===== config.mk =====
export PLATFORM = sky130hd
export DESIGN_NAME = frame_mean_variance_top
export DESIGN_NICKNAME = d
export VERILOG_FILES = /design/src/rtl/core/fmv_pkg.sv /design/src/rtl/core/frame_mean_variance_top.sv
export SDC_FILE = /design/constraint.sdc
export NUM_CORES = 2
export LEC_CHECK = 0
export BUFFER_PORTS_ARGS = -buffer_cell sky130_fd_sc_hd__clkbuf_2
export CORE_MARGIN = 4
export CORE_UTILIZATION = 25
export CTS_BUF_LIST = sky130_fd_sc_hd__clkbuf_2 sky130_fd_sc_hd__clkbuf_4 sky130_fd_sc_hd__clkbuf_8
export DETAILED_ROUTE_END_ITERATION = 8
export PLACE_DENSITY = 0.38
export SLEW_MARGIN = 0
export SYNTH_ARGS = -nofsm -noshare
export SYNTH_HDL_FRONTEND = slang
export SYNTH_SLANG_ARGS = --single-unit

===== constraint.sdc =====
create_clock -name clk -period 16.7 [get_ports clk]
set_input_delay 3.34 -clock clk [delete_from_list [all_inputs] [get_ports clk]]
set_output_delay 3.34 -clock clk [all_outputs]
set_load 0.02 [all_outputs]

===== src/rtl/core/fmv_pkg.sv =====
`default_nettype none

package fmv_pkg;

	// Field widths
	localparam int COUNT_BITS    = 16;
	localparam int FRACTION_BITS = 8;
	localparam int SAMPLE_W      = 16;
	localparam int MEAN_W        = 24;
	localparam int VAR_W         = 38;

	// Accumulator and work widths
	localparam int SUM_W  = SAMPLE_W + COUNT_BITS;
	localparam int SQ_W   = 2 * SAMPLE_W + COUNT_BITS;
	localparam int PROD_W = COUNT_BITS + SQ_W;
	localparam int DEN_W  = 2 * COUNT_BITS;
	localparam int DIV_W  = PROD_W + FRACTION_BITS;
	localparam int STEP_W = $clog2(DIV_W);

	localparam logic [COUNT_BITS-1:0] COUNT_MAX = {COUNT_BITS{1'b1}};

	typedef struct packed {
		logic signed [SAMPLE_W-1:0] sample;
		logic                       last;
	} sample_t;

	typedef struct packed {
		logic signed [MEAN_W-1:0] mean_q8;
		logic [VAR_W-1:0]         variance_q8;
		logic [COUNT_BITS-1:0]    frame_count;
		logic                     overflow;
	} result_t;

endpackage

`default_nettype wire


===== src/rtl/core/frame_mean_variance_top.sv =====
// Channel   Direction  Handshake                      Payload
// sample    in         sample_valid / sample_stall    fmv_pkg::sample_t
// result    out        result_valid / result_stall    fmv_pkg::result_t
//
// Samples with last low are accepted at one per cycle while the block is accumulating.
// A sample with last high starts the frame-end computation on one shared
// 65-bit add/subtract unit, during which sample_stall is high.
// The result waits in an output register, so a stalled result only holds
// the block once the next frame has finished too. Reset clears all frame sums.
`default_nettype none

module frame_mean_variance_top (
	input  logic             clk,
	input  logic             arst_n,
	input  logic             sample_valid,
	output logic             sample_stall,
	input  fmv_pkg::sample_t sample_data,
	output logic             result_valid,
	input  logic             result_stall,
	output fmv_pkg::result_t result_data
);

	typedef enum logic [7:0] {
		ST_ACC  = 8'b0000_0001,
		ST_PREP = 8'b0000_0010,
		ST_DIVM = 8'b0000_0100,
		ST_NN   = 8'b0000_1000,
		ST_NQ   = 8'b0001_0000,
		ST_SS   = 8'b0010_0000,
		ST_DIVV = 8'b0100_0000,
		ST_DONE = 8'b1000_0000
	} state_t;

	state_t state_q;

	// Frame accumulators
	logic [fmv_pkg::COUNT_BITS-1:0]   cnt_q;
	logic signed [fmv_pkg::SUM_W-1:0] sum_q;
	logic [fmv_pkg::SQ_W-1:0]         sq_q;
	logic                             ovf_q;

	// Work registers of the shared unit
	logic [fmv_pkg::DIV_W-1:0]  acc_q;
	logic [fmv_pkg::DEN_W-1:0]  rem_q;
	logic [fmv_pkg::DEN_W-1:0]  den_q;
	logic [fmv_pkg::PROD_W-1:0] mcand_q;
	logic [fmv_pkg::SUM_W-1:0]  mplier_q;
	logic [fmv_pkg::STEP_W-1:0] step_q;
	logic                       neg_q;
	logic [fmv_pkg::MEAN_W-1:0] mean_q;

	logic             result_valid_q;
	fmv_pkg::result_t res_q;

	logic sample_xfer;
	logic out_free;

	logic signed [2*fmv_pkg::SAMPLE_W-1:0] sample_sq;
	logic [fmv_pkg::SUM_W-1:0]             sample_ext;
	logic [fmv_pkg::SUM_W-1:0]             abs_sum;

	logic [fmv_pkg::PROD_W:0]   alu_a;
	logic [fmv_pkg::PROD_W:0]   alu_b;
	logic [fmv_pkg::PROD_W:0]   alu_res;
	logic                       alu_sub;
	logic [fmv_pkg::DEN_W:0]    rem_sh;
	logic                       div_fit;
	logic [fmv_pkg::DEN_W-1:0]  rem_next;
	logic [fmv_pkg::DIV_W-1:0]  quo_next;
	logic [fmv_pkg::PROD_W-1:0] mul_next;
	logic [fmv_pkg::MEAN_W-1:0] mean_mag;
	logic [fmv_pkg::MEAN_W-1:0] mean_val;

	assign sample_stall = (state_q != ST_ACC);
	assign sample_xfer  = sample_valid && !sample_stall;
	assign out_free     = !result_valid_q || !result_stall;
	assign result_valid = result_valid_q;
	assign result_data  = res_q;

	// Per-sample terms
	assign sample_sq  = sample_data.sample * sample_data.sample;
	assign sample_ext = {{(fmv_pkg::SUM_W - fmv_pkg::SAMPLE_W){sample_data.sample[fmv_pkg::SAMPLE_W-1]}},
		sample_data.sample};
	assign abs_sum    = sum_q[fmv_pkg::SUM_W-1] ? (~sum_q + 1'b1) : sum_q;

	// Shared add/subtract unit: shift-add multiply steps and restoring divide steps
	assign rem_sh = {rem_q, acc_q[fmv_pkg::DIV_W-1]};

	always_comb begin
		alu_a   = {1'b0, acc_q[fmv_pkg::PROD_W-1:0]};
		alu_b   = mplier_q[0] ? {1'b0, mcand_q} : '0;
		alu_sub = (state_q == ST_SS);
		if (state_q == ST_DIVM || state_q == ST_DIVV) begin
			alu_a   = {{(fmv_pkg::PROD_W - fmv_pkg::DEN_W){1'b0}}, rem_sh};
			alu_b   = {{(fmv_pkg::PROD_W + 1 - fmv_pkg::DEN_W){1'b0}}, den_q};
			alu_sub = 1'b1;
		end
	end

	assign alu_res  = alu_sub ? (alu_a - alu_b) : (alu_a + alu_b);
	assign mul_next = alu_res[fmv_pkg::PROD_W-1:0];
	assign div_fit  = !alu_res[fmv_pkg::PROD_W];
	assign rem_next = div_fit ? alu_res[fmv_pkg::DEN_W-1:0] : rem_sh[fmv_pkg::DEN_W-1:0];
	assign quo_next = {acc_q[fmv_pkg::DIV_W-2:0], div_fit};

	// Floor the mean: a negative sum with a remainder rounds one step further down
	assign mean_mag = quo_next[fmv_pkg::MEAN_W-1:0]
		+ fmv_pkg::MEAN_W'(neg_q && (rem_next != '0));
	assign mean_val = neg_q ? (~mean_mag + 1'b1) : mean_mag;

	// Sequencer, frame accumulators and output register
	always_ff @(posedge clk or negedge arst_n) begin
		if (!arst_n) begin
			state_q        <= ST_ACC;
			cnt_q          <= '0;
			sum_q          <= '0;
			sq_q           <= '0;
			ovf_q          <= 1'b0;
			result_valid_q <= 1'b0;
		end else begin
			// Raise the result on hand-over, drop it after its transfer
			if (state_q == ST_DONE && out_free) begin
				result_valid_q <= 1'b1;
			end else if (result_valid_q && !result_stall) begin
				result_valid_q <= 1'b0;
			end
			case (state_q)
				ST_ACC: begin
					if (sample_xfer) begin
						if (cnt_q != fmv_pkg::COUNT_MAX) begin
							cnt_q <= cnt_q + 1'b1;
							sum_q <= sum_q + sample_ext;
							sq_q  <= sq_q + {{(fmv_pkg::SQ_W - 2*fmv_pkg::SAMPLE_W){1'b0}},
								sample_sq};
						end else begin
							ovf_q <= 1'b1;
						end
						if (sample_data.last) begin
							state_q <= ST_PREP;
						end
					end
				end
				ST_PREP: state_q <= ST_DIVM;
				ST_DIVM: if (step_q == '0) state_q <= ST_NN;
				ST_NN:   if (step_q == '0) state_q <= ST_NQ;
				ST_NQ:   if (step_q == '0) state_q <= ST_SS;
				ST_SS:   if (step_q == '0) state_q <= ST_DIVV;
				ST_DIVV: if (step_q == '0) state_q <= ST_DONE;
				ST_DONE: begin
					// Hand over once the output register is free, then clear the frame
					if (out_free) begin
						cnt_q   <= '0;
						sum_q   <= '0;
						sq_q    <= '0;
						ovf_q   <= 1'b0;
						state_q <= ST_ACC;
					end
				end
				default: state_q <= ST_ACC;
			endcase
		end
	end

	// Work registers of the shared unit
	always_ff @(posedge clk) begin
		case (state_q)
			ST_PREP: begin
				// Mean: divide |S| * 2^F by n
				acc_q  <= {{(fmv_pkg::DIV_W - fmv_pkg::SUM_W - fmv_pkg::FRACTION_BITS){1'b0}},
					abs_sum, {fmv_pkg::FRACTION_BITS{1'b0}}};
				rem_q  <= '0;
				den_q  <= {{(fmv_pkg::DEN_W - fmv_pkg::COUNT_BITS){1'b0}}, cnt_q};
				neg_q  <= sum_q[fmv_pkg::SUM_W-1];
				step_q <= fmv_pkg::STEP_W'(fmv_pkg::DIV_W - 1);
			end
			ST_DIVM: begin
				rem_q <= rem_next;
				if (step_q == '0) begin
					// Keep the mean, then form n*n
					mean_q   <= mean_val;
					acc_q    <= '0;
					mcand_q  <= {{(fmv_pkg::PROD_W - fmv_pkg::COUNT_BITS){1'b0}}, cnt_q};
					mplier_q <= {{(fmv_pkg::SUM_W - fmv_pkg::COUNT_BITS){1'b0}}, cnt_q};
					step_q   <= fmv_pkg::STEP_W'(fmv_pkg::COUNT_BITS - 1);
				end else begin
					acc_q  <= quo_next;
					step_q <= step_q - 1'b1;
				end
			end
			ST_NN, ST_NQ, ST_SS: begin
				if (step_q != '0) begin
					acc_q    <= {{(fmv_pkg::DIV_W - fmv_pkg::PROD_W){1'b0}}, mul_next};
					mcand_q  <= {mcand_q[fmv_pkg::PROD_W-2:0], 1'b0};
					mplier_q <= {1'b0, mplier_q[fmv_pkg::SUM_W-1:1]};
					step_q   <= step_q - 1'b1;
				end else if (state_q == ST_NN) begin
					// Divisor n*n saved, then accumulate n*Q
					den_q    <= mul_next[fmv_pkg::DEN_W-1:0];
					acc_q    <= '0;
					mcand_q  <= {{(fmv_pkg::PROD_W - fmv_pkg::SQ_W){1'b0}}, sq_q};
					mplier_q <= {{(fmv_pkg::SUM_W - fmv_pkg::COUNT_BITS){1'b0}}, cnt_q};
					step_q   <= fmv_pkg::STEP_W'(fmv_pkg::COUNT_BITS - 1);
				end else if (state_q == ST_NQ) begin
					// Subtract S*S from n*Q
					acc_q    <= {{(fmv_pkg::DIV_W - fmv_pkg::PROD_W){1'b0}}, mul_next};
					mcand_q  <= {{(fmv_pkg::PROD_W - fmv_pkg::SUM_W){1'b0}}, abs_sum};
					mplier_q <= abs_sum;
					step_q   <= fmv_pkg::STEP_W'(fmv_pkg::SUM_W - 1);
				end else begin
					// Variance: divide (n*Q - S*S) * 2^F by n*n
					acc_q  <= {mul_next, {fmv_pkg::FRACTION_BITS{1'b0}}};
					rem_q  <= '0;
					step_q <= fmv_pkg::STEP_W'(fmv_pkg::DIV_W - 1);
				end
			end
			ST_DIVV: begin
				acc_q  <= quo_next;
				rem_q  <= rem_next;
				step_q <= step_q - 1'b1;
			end
			ST_DONE: begin
				if (out_free) begin
					res_q.mean_q8     <= mean_q;
					res_q.variance_q8 <= acc_q[fmv_pkg::VAR_W-1:0];
					res_q.frame_count <= cnt_q;
					res_q.overflow    <= ovf_q;
				end
			end
			default: begin
				step_q <= step_q;
			end
		endcase
	end

`ifndef ASSERT_OFF
	a_stall_after_last: assert property (@(posedge clk) disable iff (!arst_n)
		(sample_xfer && sample_data.last) |=> sample_stall)
		else $error("block took a sample right after a frame end");

	a_den_nonzero: assert property (@(posedge clk) disable iff (!arst_n)
		(state_q == ST_DIVM || state_q == ST_DIVV) |-> (den_q != '0))
		else $error("divide step with a zero divisor");

	a_rem_below_den: assert property (@(posedge clk) disable iff (!arst_n)
		(state_q == ST_DIVM || state_q == ST_DIVV) |-> (rem_q < den_q))
		else $error("partial remainder not below divisor");

	a_count_saturates: assert property (@(posedge clk) disable iff (!arst_n)
		(cnt_q == fmv_pkg::COUNT_MAX) |=> (cnt_q == fmv_pkg::COUNT_MAX || cnt_q == '0))
		else $error("sample count wrapped");
`endif

endmodule

`default_nettype wire


# --- Yosys cells after proc, flatten, opt, wreduce, memory -nomap -nowiden ---
# Index checks and enable logic that the tools add are counted.
word_totals:
  in_bits: 21
  ff_bits: 449
  output_inout_bits: 81
classes:
  n_bitwise: 2
  eq_ne: 25
  add_sub_neg: 9
  mux: 62
  n_mul: 1
  reduce_logical: 29
ops:
  columns: ["operator", "count"]
  rows:
  - ["two-way mux 32 bit", 14]
  - ["two-way mux 64 bit", 7]
  - ["two-way mux 72 bit", 4]
  - ["one-hot mux 72 bit (4 select lines)", 1]
  - ["one-hot mux 32 bit (2 select lines)", 3]
  - ["two-way mux 48 bit", 3]
  - ["one-hot mux 64 bit (2 select lines)", 1]
  - ["one-hot mux 32 bit (3 select lines)", 1]
  - ["one-hot mux 48 bit (2 select lines)", 1]
  - ["adder 65 bit", 1]
  - ["two-way mux 65 bit", 1]
  - ["subtractor 65 bit", 1]
  - ["two-way mux 8 bit", 8]
  - ["one-hot mux 8 bit (8 select lines)", 1]
  - ["adder 48 x 32 -> 48 bit", 1]
  - ["two-way mux 16 bit", 3]
  - ["adder 32 x 1 -> 32 bit, second input constant", 1]
  - ["adder 32 bit", 1]
  - ["multiplier 16 x 16 -> 32 bit", 1]
  - ["NOT 32 bit", 1]
  - ["one-hot mux 16 bit (2 select lines)", 1]
  - ["nonzero test 32 bit", 1]
  - ["two-way mux 7 bit", 4]
  - ["one-hot mux 7 bit (4 select lines)", 1]
  - ["other kinds (35)", 66]

# --- Logic depth before layout (Yosys ltp) ---
depth:
  word_depth: 12
  mapped_depth: 44
  mapped_depth_nobuf: 38

# --- Worst setup path after synthesis ---
# OpenSTA, ideal clock, no wires.
synth_path:
  path_type: "input-to-reg"
  start: "in sample_data[16] (netlist name)"
  end: "reg sq_q[33] (netlist name)"
  path_stages: 30
  t_required_ns: 16.448
  slack_ns: 5.209
  arrival_time_ns: 11.239
  cell_sequence: "clkbuf_1 > inv_1 > clkbuf_1 > nor2_1 > fa_1 > fa_1 > inv_1 > fa_1 > inv_1 > fa_1 > fa_1 > fa_1 > ha_1 > nand2_1 > nor2_1 > a311oi_1 > o21ai_0 > a41oi_1 > o21ai_0 > o41ai_1 > xnor2_1 > ha_1 > a21o_1 > a21o_1 > a21o_1 > a21o_1 > a41oi_1 > nor2_1 > xnor2_1 > nor2_1"
synth_between:
  elab_chain_cells: 5
synth_rtl:
  columns: ["element", "line_no", "rtl"]
  rows:
  - ["from (decl)", "frame_mean_variance_top.sv:17", "input fmv_pkg::sample_t sample_data,"]
  - ["multiplier 16 x 16 -> 32 bit", "frame_mean_variance_top.sv:81", "assign sample_sq = sample_data.sample * sample_data.sample;"]
  - ["adder 48 x 32 -> 48 bit", "frame_mean_variance_top.sv:133", "sq_q <= sq_q + {{(fmv_pkg::SQ_W - 2*fmv_pkg::SAMPLE_W){1'b0}},"]
  - ["two-way mux 48 bit", "frame_mean_variance_top.sv:130", "if (cnt_q != fmv_pkg::COUNT_MAX) begin"]
  - ["two-way mux 48 bit", "frame_mean_variance_top.sv:129", "if (sample_xfer) begin"]
  - ["one-hot mux 48 bit (2 select lines)", "frame_mean_variance_top.sv:127", "case (state_q)"]
  - ["to (signal assigned)", "frame_mean_variance_top.sv:133", null]
  - ["to (decl)", "frame_mean_variance_top.sv:39", "logic [fmv_pkg::SQ_W-1:0] sq_q;"]
# Every way passes these cells. The select of a mux whose other input is x is not followed.
# A chain may end at the register's enable or synchronous reset.

# --- Final worst setup path ---
layout_path:
  start: "in sample_data[5] (netlist name)"
  end: "reg sq_q[47] (netlist name)"
# The elaborated chain is that of the path after synthesis.

==> metrics.md <==
| Metric | Value |
|---|---|
| Run status | `complete, no violations` |
| Most frequent cells in the layout | `nand2_1 (550), edfxtp_1 (343), inv_1 (332), nor2_1 (310), a21oi_1 (292)` |
| Total of max-cap violations | `0` |
| Setup TNS | `0 ns` |
| Commonest non-fill, non-tap cell in the layout | `nand2_1` |
| Post-synth EDFFs | `343` |
| Worst-Skew Late Latency | `0.74 ns` |
| Worst path slowest cell | `fa_1` |
| CTS buffer count | `86` |
| Root Driver | `clkbuf_8` |
| Hold buffers post-CTS | `0` |
| Placed insts | `6307` |
| GRT overflow | `0` |
| Max Freq | `83.7 MHz` |
| TritonCTS clock tree | `yes` |
| Depth of the most critical reg-to-reg path | `34` |
| Crit-path max cell delay | `0.80 ns` |
| Sequential share of the synthesized area | `32.9%` |
| IO Pins | `102` |
| Iter 0 DRT Violations | `2146` |
| Chip height | `405 um` |
| RR Endpoint | `mean_q[23]$_DFFE_PP_` |
| Multi-input gate area | `0.0244 sq mm` |
| R2R setup slack | `5.02 ns` |
| Slew headroom | `20.5%` |
| Average vias per placed instance | `4.93` |
| Initial Util | `25.2%` |
| Fin nets | `4818` |
| Die area | `0.164 sq mm` |
| R2R Path Start | `state_q[3]$_DFFE_PN0P_` |
| Placement Cell Area | `0.0421 sq mm` |
| Req. time, crit path | `17.26 ns` |
| Worst setup path endpoint | `sq_q[47]$_DFFE_PN0P_` |
| Clock Sinks | `449` |
| Largest net degree at the start of global routing | `69` |
| Post-Route WL | `135000 um` |
| Fin cells | `6466` |
| Antenna viol nets, final | `0` |
| Post-CTS sizing | `0` |
| Postcts setup bufs | `0` |
| Row Count | `145` |
| Synth Instances | `4321` |
| Final Instance Area | `0.0438 sq mm` |
| Die Width | `405 um` |
| Clock-pin slew on the worst setup and hold paths | `0.06 ns` |
| Cell Area, Synth | `0.0393 sq mm` |
| Seq cells post-synth | `449` |
| CP Launch Point | `sample_data[5]` |
| Final hold violation count | `0` |
| Actual slew at the worst max-slew pin | `1.18 ns` |
| GP Congestion | `0.850` |
| CTS max path bufs | `3` |
| H-Tree Depth | `3` |
| Wirelength per Cell | `20.8 um` |
| Crit path DAT | `12.52 ns` |
| Final period util | `71.6%` |
| DRC Markers | `0` |
| Setup-failing EPs final | `0` |
| Period minus WS final | `11.95 ns` |
| Mean Syn Cell Area | `9.10 sq um` |
| Port bufs | `101` |
| CP Launch Type | `input port` |
| FILL cells | `16.7k` |
| Most used cell, CP | `fa_1` |
| Final worst clock skew | `0.0526 ns` |
| Vias in the first global route | `32.0k` |
| CP endpoint kind | `flip-flop` |
| Share of post-route cells with drive strength above 1 | `7.94%` |
| Area of the core | `0.156 sq mm` |
| Synthesis warning total | `0` |
| Total Routing Usage GR | `16.1%` |
| Distinct cells, synth | `87` |
| Syn_nets | `4802` |
| TritonRoute pass-1 iters | `5` |
| Async S/R FF share, synth | `23.6%` |
| Unrepaired setup endpoints after global routing | `no` |
| Storage cell area | `0.0130 sq mm` |
| Dpl hpwl | `102000 um` |
| Max Slew Vio Count | `0` |
| Initial antenna violation count | `4` |
| Area growth syn-to-layout | `11.4%` |
| First-pass GRT wire length | `204000 um` |
| Dominant synthesized flop cell | `edfxtp_1` |
| Vias | `31.9k` |
| Largest fanout on the critical path | `15` |
| Critical path class | `in -> reg` |
| Hold Crit Class | `reg -> reg` |
-- kinds of logic (layout without fill, tap and decap cells) --
group,count (synthesis),count (layout),synth area share (%)
other,0,2,0
muxes,37,37,0.954
buffers and inverters,553,638,5.30
adders and majority gates,460,460,19.2
xor gates and xnor gates,295,295,6.57
AOI/OAI and AO/OA,1099,1099,17.9
DFF,449,449,32.9
and+or+nand+nor,1428,1428,17.1
-- state kept, by name, summed over array words and instances, names as in the netlist --
signal	cells
acc_q	72
step_q	7
mcand_q	64
result_valid	1
sum_q	32
result_data	79
rem_q	32
neg_q	1
den_q	32
ovf_q	1
cnt_q	16
state_q	8
sq_q	48
mplier_q	32
mean_q	24
-- through the flow --
| stage | util [%] | worst slack [ns] | hold slack (ns) |
|---|---|---|---|
| floorplan | - | 5.21 | 0.400 |
| CTS | 28.0 | 4.78 | 0.412 |
| global placement | 26.9 | 4.08 | 0.403 |
| global route | 28.0 | 3.81 | 0.417 |
| finish | 28.0 | 4.75 | 0.413 |
| detailed placement | 26.9 | 3.97 | 0.405 |
-- cells in the mapped netlist, types with 18 or more instances --
cell type | count | area (sq um)
a211oi_1 | 32 | 240
a21o_1 | 98 | 736
a21oi_1 | 292 | 1460
a221o_1 | 31 | 310
a22o_1 | 27 | 236
a22oi_1 | 33 | 248
a31oi_1 | 37 | 231
and2_1 | 101 | 632
and3_1 | 53 | 332
buf_1 | 20 | 75.1
clkbuf_1 | 191 | 717
dfrtp_1 | 105 | 2630
edfxtp_1 | 343 | 10300
fa_1 | 241 | 4820
ha_1 | 219 | 2740
inv_1 | 332 | 1250
mux2i_1 | 33 | 330
nand2_1 | 553 | 2080
nand2b_1 | 41 | 257
nand3_1 | 89 | 445
nand4_1 | 44 | 275
nor2_1 | 319 | 1200
nor2b_1 | 22 | 138
nor3_1 | 75 | 375
nor4_1 | 25 | 156
o211ai_1 | 25 | 188
o21a_1 | 27 | 203
o21ai_0 | 289 | 1450
o21bai_1 | 19 | 143
o221ai_1 | 18 | 158
o31ai_1 | 46 | 345
or3_1 | 25 | 156
xnor2_1 | 159 | 1390
xor2_1 | 136 | 1190
-- metal layers --
layer	share of wire, %	wire (um)	track usage [%]
met4	1.6	2100	3.43
met1	50	67200	23.6
met5	0	0	0
met2	45	60200	25.3
met3	3.7	5020	1.83
-- worst min path at each step --
| stage | start | end | slack, ns | cells past startpoint |
|---|---|---|---|---|
| detailed placement | mean_q[8]$_DFFE_PP_ | result_data[63]$_DFFE_PP_ | 0.40 | 0 |
| floorplan | mean_q[0]$_DFFE_PP_ | result_data[55]$_DFFE_PP_ | 0.40 | 0 |
| global placement | mean_q[11]$_DFFE_PP_ | result_data[66]$_DFFE_PP_ | 0.40 | 0 |
| global route | mean_q[22]$_DFFE_PP_ | result_data[77]$_DFFE_PP_ | 0.42 | 0 |
| finish | mean_q[22]$_DFFE_PP_ | result_data[77]$_DFFE_PP_ | 0.41 | 0 |
| CTS | mean_q[22]$_DFFE_PP_ | result_data[77]$_DFFE_PP_ | 0.41 | 0 |
-- worst max-delay path: cells and delay by family --
family,cells,cell delay (ns)
AO/OA/AOI/OAI,10,2.87
buffers and inverters,4,1.05
XOR/XNOR,2,0.31
AND/OR/NAND/NOR,5,0.77
adder cells (fa/ha/maj),8,4.15
-- final cells by class --
class / count / area share (%)
diodes: 2 / 0.0114
inverters: 334 / 2.87
clock inverters: 37 / 0.603
repair buffers: 147 / 1.95
clock buffers: 120 / 3.37
well taps: 2058 / 5.88
multi-input cells: 3319 / 55.7
flip-flops and latches: 449 / 29.6
Power is not shown: default switching activity piles up to over one toggle a cycle in this logic, so the estimate is an artifact.
